$ cat config.mk
export PLATFORM = sky130hd
export DESIGN_NAME = complex_magnitude_isqrt
export DESIGN_NICKNAME = d
export VERILOG_FILES = /design/src/rtl/cmi_pkg.sv /design/src/rtl/complex_magnitude_isqrt.sv
export SDC_FILE = /design/constraint.sdc
export NUM_CORES = 2
export LEC_CHECK = 0
export ABC_AREA = 0
export BUFFER_PORTS_ARGS = -buffer_cell sky130_fd_sc_hd__buf_2
export CAP_MARGIN = 15
export CORE_ASPECT_RATIO = 0.9
export CORE_MARGIN = 2
export CORE_UTILIZATION = 55
export CTS_BUF_LIST = sky130_fd_sc_hd__clkbuf_8
export CTS_CLUSTER_DIAMETER = 60
export DETAILED_ROUTE_END_ITERATION = 10
export PLACE_DENSITY = 0.71
export SLEW_MARGIN = 20
export SYNTH_ARGS = -nofsm -noshare
export SYNTH_HDL_FRONTEND = slang
export SYNTH_SLANG_ARGS = --single-unit
$ cat constraint.sdc
create_clock -name clock -period 17.41 [get_ports clock]
set_input_delay 1.741 -clock clock [delete_from_list [all_inputs] [get_ports clock]]
set_output_delay 1.741 -clock clock [all_outputs]
set_load 0.01 [all_outputs]
$ cat src/rtl/cmi_pkg.sv
// ----------------------------------------------------------------------------
// cmi_pkg: shared constants for the complex magnitude square root block
// Default sizes and the fixed width of the magnitude field.
// ----------------------------------------------------------------------------
`default_nettype none

package cmi_pkg;

   // default sample width of each part
   localparam int SAMPLE_WIDTH_DEF = 16;
   // default number of root trials
   localparam int ROOT_BITS_DEF    = 16;
   // magnitude field width on the result channel
   localparam int MAG_WIDTH        = 16;

   // input bus width: two parts, padded to whole bytes
   function automatic int req_data_width(input int sample_width);
      return ((2 * sample_width + 7) / 8) * 8;
   endfunction

endpackage : cmi_pkg

`default_nettype wire

$ cat src/rtl/complex_magnitude_isqrt.sv
// ----------------------------------------------------------------------------
// complex_magnitude_isqrt: floor(sqrt(re^2 + im^2)) of a complex sample
// Pipelined magnitude unit: abs, square, sum, then one root trial per stage.
// ----------------------------------------------------------------------------
// Stages: the three front stages plus one register stage per root trial lie
//   between the req transfer and rsp_tvalid.
// Throughput: one sample per cycle unless all stages are full and rsp is held;
//   a stage with a held successor still takes a new sample while a bubble lies ahead.
// Reset: synchronous; clears every stage valid bit, payload is not reset.
`default_nettype none

module complex_magnitude_isqrt #(
   parameter int SAMPLE_WIDTH = cmi_pkg::SAMPLE_WIDTH_DEF,
   parameter int ROOT_BITS    = cmi_pkg::ROOT_BITS_DEF
) (
   input  wire logic                                             clock,
   input  wire logic                                             reset,
   // request channel
   input  wire logic                                             req_tvalid,
   output logic                                                  req_tready,
   // fields from bit 0: real_part, imag_part, zero pad
   input  wire logic [cmi_pkg::req_data_width(SAMPLE_WIDTH)-1:0] req_tdata,
   // response channel
   output logic                                                  rsp_tvalid,
   input  wire logic                                             rsp_tready,
   // fields from bit 0: magnitude
   output logic [cmi_pkg::MAG_WIDTH-1:0]                         rsp_tdata
);

   import cmi_pkg::*;

   localparam int SW     = SAMPLE_WIDTH;
   localparam int SUM_W  = 2 * SAMPLE_WIDTH;
   localparam int SQ_W   = (2 * ROOT_BITS > SUM_W) ? 2 * ROOT_BITS : SUM_W;
   // abs, square, sum, then one stage per trial
   localparam int NSTAGE = ROOT_BITS + 3;

   // stage valid bits and stage load enables
   logic [NSTAGE-1:0] vld_ff;
   logic [NSTAGE-1:0] vld_in;
   logic [NSTAGE-1:0] full_tail;
   logic [NSTAGE-1:0] stg_rdy;

   // front stages
   logic [SW-1:0]    re_raw;
   logic [SW-1:0]    im_raw;
   logic [SW-1:0]    re_abs_ff;
   logic [SW-1:0]    im_abs_ff;
   logic [SW-1:0]    re_abs_in;
   logic [SW-1:0]    im_abs_in;
   logic [SUM_W-1:0] re_sq_ff;
   logic [SUM_W-1:0] im_sq_ff;

   // trial stages: index 0 holds the sum, index t the state after trial t
   logic [SUM_W-1:0]     sum_ff  [ROOT_BITS+1];
   logic [ROOT_BITS-1:0] cand_ff [ROOT_BITS+1];
   logic [SQ_W-1:0]      sq_ff   [ROOT_BITS+1];

   // a stage may load when the response is taken or a bubble lies at or after it
   always_comb begin
      full_tail[NSTAGE-1] = vld_ff[NSTAGE-1];
      for (int i = NSTAGE - 2; i >= 0; i--) begin
         full_tail[i] = vld_ff[i] & full_tail[i+1];
      end
      stg_rdy = ~full_tail | {NSTAGE{rsp_tready}};
   end

   // valid bits move along with the data
   always_comb begin
      vld_in = vld_ff;
      for (int i = 0; i < NSTAGE; i++) begin
         if (stg_rdy[i]) begin
            vld_in[i] = (i == 0) ? req_tvalid : vld_ff[(i == 0) ? 0 : i - 1];
         end
      end
   end

   always_ff @(posedge clock) begin
      if (reset) begin
         vld_ff <= '0;
      end else begin
         vld_ff <= vld_in;
      end
   end

   // absolute value of each part, taken from its low sample bits
   assign re_raw    = req_tdata[SW-1:0];
   assign im_raw    = req_tdata[2*SW-1:SW];
   assign re_abs_in = re_raw[SW-1] ? SW'(-re_raw) : re_raw;
   assign im_abs_in = im_raw[SW-1] ? SW'(-im_raw) : im_raw;

   always_ff @(posedge clock) begin
      if (stg_rdy[0]) begin
         re_abs_ff <= re_abs_in;
         im_abs_ff <= im_abs_in;
      end
   end

   // one multiplier per part
   always_ff @(posedge clock) begin
      if (stg_rdy[1]) begin
         re_sq_ff <= SUM_W'(re_abs_ff) * SUM_W'(re_abs_ff);
         im_sq_ff <= SUM_W'(im_abs_ff) * SUM_W'(im_abs_ff);
      end
   end

   // sum of squares, root candidate cleared
   always_ff @(posedge clock) begin
      if (stg_rdy[2]) begin
         sum_ff[0]  <= re_sq_ff + im_sq_ff;
         cand_ff[0] <= '0;
         sq_ff[0]   <= '0;
      end
   end

   // one trial per stage, from the top root bit down; the square is kept
   // incrementally: (c + 2^k)^2 = c^2 + c*2^(k+1) + 2^(2k)
   for (genvar t = 1; t <= ROOT_BITS; t++) begin : g_trial
      localparam int K = ROOT_BITS - t;

      logic [ROOT_BITS-1:0] trial;
      logic [SQ_W-1:0]      trial_sq;
      logic                 keep;

      assign trial    = cand_ff[t-1] | (ROOT_BITS'(1) << K);
      assign trial_sq = sq_ff[t-1] + (SQ_W'(cand_ff[t-1]) << (K + 1))
                        + (SQ_W'(1) << (2 * K));
      assign keep     = trial_sq <= SQ_W'(sum_ff[t-1]);

      always_ff @(posedge clock) begin
         if (stg_rdy[t+2]) begin
            sum_ff[t]  <= sum_ff[t-1];
            cand_ff[t] <= keep ? trial : cand_ff[t-1];
            sq_ff[t]   <= keep ? trial_sq : sq_ff[t-1];
         end
      end
   end

   // handshake and result
   assign req_tready = stg_rdy[0];
   assign rsp_tvalid = vld_ff[NSTAGE-1];
   assign rsp_tdata  = MAG_WIDTH'(cand_ff[ROOT_BITS]);

endmodule : complex_magnitude_isqrt

`default_nettype wire

# Yosys cells after proc, flatten, opt, wreduce, memory -nomap -nowiden
# Memory sizes are Yosys's and may differ from the RTL's.
# Cells that the tools add are included.
[totals] reg_bits=115 ramBits=1360 memories=3 input_bits=36
[classes] muxes=68 magnitude_cmp=16 add_sub_neg=35 mul=2 bitwise=20
[mem_list] name="sq_ff" depth=17 width=32 read_ports=16 rd_ports_with_merged_regs=0 wr=17 line_no="complex_magnitude_isqrt.sv:57" source="logic [SQ_W-1:0] sq_ff [ROOT_BITS+1];"
[mem_list] name="sum_ff" depth=17 width=32 read_ports=16 rd_ports_with_merged_regs=0 wr=17 line_no="complex_magnitude_isqrt.sv:55" source="logic [SUM_W-1:0] sum_ff [ROOT_BITS+1];"
[mem_list] name="cand_ff" depth=17 width=16 read_ports=17 rd_ports_with_merged_regs=0 wr=17 line_no="complex_magnitude_isqrt.sv:56" source="logic [ROOT_BITS-1:0] cand_ff [ROOT_BITS+1];"
[ops] op="$le A32 B32 Y1" n=16
[ops] op="$mux W32" n=16
[ops] op="$add A32 B32 Y32" n=2
[ops] op="$mul A16 B16 Y32" n=2
[ops] op="$mux W15" n=3
[ops] op="$mux W1" n=35
[ops] op="$add A32 B1 Y32 const B" n=1
[ops] op="$add A32 B11 Y32 const B" n=1
[ops] op="$add A32 B13 Y32 const B" n=1
[ops] op="$add A32 B15 Y32 const B" n=1
[ops] op="$add A32 B17 Y32" n=1
[ops] op="$add A32 B17 Y32 const B" n=1
[ops] op="$add A32 B18 Y32" n=1
[ops] op="$add A32 B19 Y32" n=1
[ops] op="$add A32 B19 Y32 const B" n=1
[ops] op="$add A32 B20 Y32" n=1
[ops] op="$add A32 B21 Y32" n=1
[ops] op="$add A32 B21 Y32 const B" n=1
[ops] op="$add A32 B22 Y32" n=1
[ops] op="$add A32 B23 Y32" n=1
[ops] op="$add A32 B23 Y32 const B" n=1
[ops] op="$add A32 B24 Y32" n=1
[ops] op="$add A32 B25 Y32" n=1
[ops] op="$add A32 B25 Y32 const B" n=1
[ops] op="31 further kinds" n=49

# Depth between registers and ports, before layout
[depth] depth_word=22 ltp_mapped=25

# Least setup slack after synthesis
# OpenSTA, ideal clock, no wires.
[synth_path] kind="input to output" from="input port rsp_tready" to="output port req_tready" stages=9 path_buffers=0 required_ps=15669 setup_slack_ps=9748 arrival_ps=5921 path_cell_list="nor2b_1 > inv_1 > nor2_1 > and2_1 > inv_1 > nor3_1 > nand2_1 > nor2_1 > nand3_1"
[synth_between] elab_chain_len=1
[synth_lines] item="start, declared" line_no="complex_magnitude_isqrt.sv:25" source="input wire logic rsp_tready,"
[synth_lines] item="$or A19 B19 Y19" line_no="complex_magnitude_isqrt.sv:65" source="stg_rdy = ~full_tail | {NSTAGE{rsp_tready}};"
[synth_lines] item="end, declared" line_no="complex_magnitude_isqrt.sv:20" source="output logic req_tready,"
# No other way between the ends.

# Worst setup path after layout
# Ends and elaborated chain as after synthesis.

==> impl_metrics.env <==
export IMPL_syn_area_um2=60800
export IMPL_met1_usage=0.253
export IMPL_rows=115
export IMPL_relSlewSlack=0.272
export IMPL_clkTransAtPathRegs_ns=0.06
export IMPL_met2_usage=0.388
export IMPL_finalSetupViolations=0
export IMPL_hp_class="reg2reg"
export IMPL_fin_crit_ns=7.64
export IMPL_final_util=0.601
export IMPL_min_delay_start="sum_ff[0][0]$_DFFE_PP_"
export IMPL_fmax_mhz=131
export IMPL_synth_distinct_cells=82
export IMPL_grt_pass1_wl_um=193000
export IMPL_synth_seq_cells=972
export IMPL_worst_slack_ns=9.77
export IMPL_numCtsBuffers=158
export IMPL_grt_antenna_before_repair=2
export IMPL_startpoint="rsp_tready"
export IMPL_clkLatencyLatePin_ns=0.84
export IMPL_setup_tns_ns=0
export IMPL_drt_vias_per_instance=5.37
export IMPL_cts_tree="done"
export IMPL_track_usage=0.214
export IMPL_clock_sinks=972
export IMPL_status="finished, final reports clean"
export IMPL_yosys_most_used_dff="edfxtp_1"
export IMPL_grt_pass1_vias=38000
export IMPL_synthTopCellsByArea="edfxtp_1, ha_1, fa_1"
export IMPL_finalCritPeriodShare=0.439
export IMPL_synth_edff_count=953
export IMPL_crit_path_max_fanout=64
export IMPL_regToRegSetupSlack_ns=10.31
export IMPL_rsz0062_at_grt="false"
export IMPL_cts_setup_buffers=0
export IMPL_wire_per_inst_um=17.3
export IMPL_synthToLayoutAreaGrowth_pct=8.23
export IMPL_syn_nets=5989
export IMPL_maxCapViolations=0
export IMPL_hold_violations=0
export IMPL_netlist_instances=5057
export IMPL_gp_congestion=0.869
export IMPL_yosysWarnings=0
export IMPL_start_kind="primary input"
export IMPL_yosys_area_top_type_share=0.471
export IMPL_drive_gt1_frac=0.0794
export IMPL_dp_hpwl_um=91700
export IMPL_holdBufCountCts=0
export IMPL_core_um2=109000
export IMPL_ios=54
export IMPL_start_util=0.555
export IMPL_drv_slew=0
export IMPL_busiest_layer="met2"
export IMPL_grt_ovfl_total=0
export IMPL_layout_nets=6135
export IMPL_worstMarginPinSlew_ns=1.09
export IMPL_path_cells="buf_2 -> nor2b_1 -> inv_1 -> nor2_1 -> and2_1 -> inv_2 -> buf_4 -> nor3_1 -> nand2_1 -> buf_4 -> nor2_1 -> nand3_4 -> buf_2"
export IMPL_wirelength_um=117000
export IMPL_cts_max_path_buffers=3
export IMPL_cts_resized_gates=0
export IMPL_avgSynthCellArea_um2=12.0
export IMPL_critPathKind="in2out"
export IMPL_yosysSeqAreaShare=0.477
export IMPL_end_kind="primary output"
export IMPL_slowest_delay_ns=0.56
export IMPL_portBuffers=53
export IMPL_htreeDepth=4
export IMPL_root_buffer="clkbuf_8"
export IMPL_dr_first_iter_drc_count=1981
export IMPL_synth_top_area_cell="edfxtp_1"
export IMPL_skew_ns=0.0380
export IMPL_drc=0
export IMPL_vias=36500
export IMPL_place_area_um2=62700
export IMPL_ant_nets=0
export IMPL_dieWidth_um=354
export IMPL_design_area_um2=65800
export IMPL_dr_pass1_iters=6
export IMPL_cp_arrival_ns=5.90
export IMPL_timing_rr_start="re_abs_ff[1]$_DFFE_PP_"
export IMPL_grt_util_met3=0.0355
export IMPL_cpMaxStageDelayCell="nand3_4"
export IMPL_synthArstFlopShare=0
export IMPL_die_h_um=319
export IMPL_dieArea_um2=113000
export IMPL_place_worst_setup_slack_ns=9.20
export IMPL_required_ns=15.67
export IMPL_grt_max_degree=76
critical path, delay by kind of cell:
family,cells,cell delay [ns]
and+or+nand+nor,7,2.46
buffers and inverters,6,1.66
layout make-up:
type / instances / area [µm²]
inverters: 835 / 3130
clock inverters: 125 / 871
well taps: 1462 / 1830
flip-flops and latches: 972 / 29000
multi-input cells: 3159 / 28300
repair buffers: 77 / 445
clock buffers: 162 / 2230
diodes: 1 / 2.50
fillers: 8684 / 43700
state kept, by name (all words and copies together) (netlist names):
register,count
cand_ff,122
im_abs_ff,16
im_sq_ff,31
re_abs_ff,16
re_sq_ff,31
sq_ff,225
sum_ff,512
vld_ff,19
cell families (layout without fill, tap and decap cells):
logic type / count (synthesis) / in the layout / share of synthesized area
AOI/OAI and AO/OA: 659 / 659 / 0.0715
buffers and inverters: 926 / 1199 / 0.0587
and+or+nand+nor: 1088 / 1088 / 0.0899
xor gates and xnor gates: 433 / 433 / 0.0624
muxes: 83 / 83 / 0.0153
DFF: 972 / 972 / 0.477
other: 0 / 1 / 0
adders and majority gates: 896 / 896 / 0.225
cells in the mapped netlist, types with 9 or more instances:
master	number
nor3b_1	16
nor3_1	59
a31oi_1	20
edfxtp_1	953
and2_1	114
xnor2_1	260
clkbuf_1	63
nand3_1	66
nand2b_1	36
a21oi_1	203
nor2_1	232
nor2b_1	57
o21ai_0	108
fa_1	328
nand2_1	283
ha_1	568
o21bai_1	39
inv_1	835
a31o_2	10
nor4_1	47
dfxtp_1	19
o211ai_1	12
o21a_1	39
and3_1	35
or2_2	19
a211oi_1	9
buf_4	17
nand4_1	83
nor4b_1	9
xor2_1	173
a21o_1	124
mux2_2	80
o31ai_1	20
layout by cell type (no fill, tap or decap), drive strengths merged, types with 7 or more instances in the layout:
cell type,netlist,layout
xor2,173,173
clkbuf,63,162
nor4,48,48
edfxtp,953,953
or4,7,7
ha,568,568
mux2,81,81
a31o,10,10
a21boi,9,9
a31oi,21,21
nor2,232,232
nor4b,9,9
o31ai,20,20
nand3,66,66
buf,28,77
dfxtp,19,19
and2,114,114
fa,328,328
nor2b,57,57
nand2b,36,36
nand4,83,83
and3,35,35
nand2,283,283
o21ai,111,111
and4,7,7
o21a,40,40
a211oi,11,11
nor3,61,61
o211ai,13,13
o21bai,39,39
a21o,124,124
nor3b,16,16
bufinv,0,10
clkinv,0,65
or2,19,19
xnor2,260,260
a21oi,203,203
inv,835,882
final timing paths:
kind,end,cells after the start
hold reg to reg,sum_ff[0][32]$_DFFE_PP_,0
setup reg to reg,re_sq_ff[30]$_DFFE_PP_,23
setup / recovery,req_tready,13
hold / removal,sum_ff[0][32]$_DFFE_PP_,0
layer usage:
layer,share of wire,wire (µm)
met5,0,0
met1,0.41,47600
met4,0.033,3870
met3,0.036,4200
met2,0.52,61500
per-stage QoR:
stage                     hold slack, ns  instances
after detailed placement           0.405       6505
after global placement             0.404       6505
after floorplan                    0.400       5057
after global routing               0.401       6793
final                              0.408       6793
after CTS                          0.395       6792
Power is left out: the tool's default activity adds up to more than one toggle a clock period on the data nets, which glitch-free logic cannot reach.
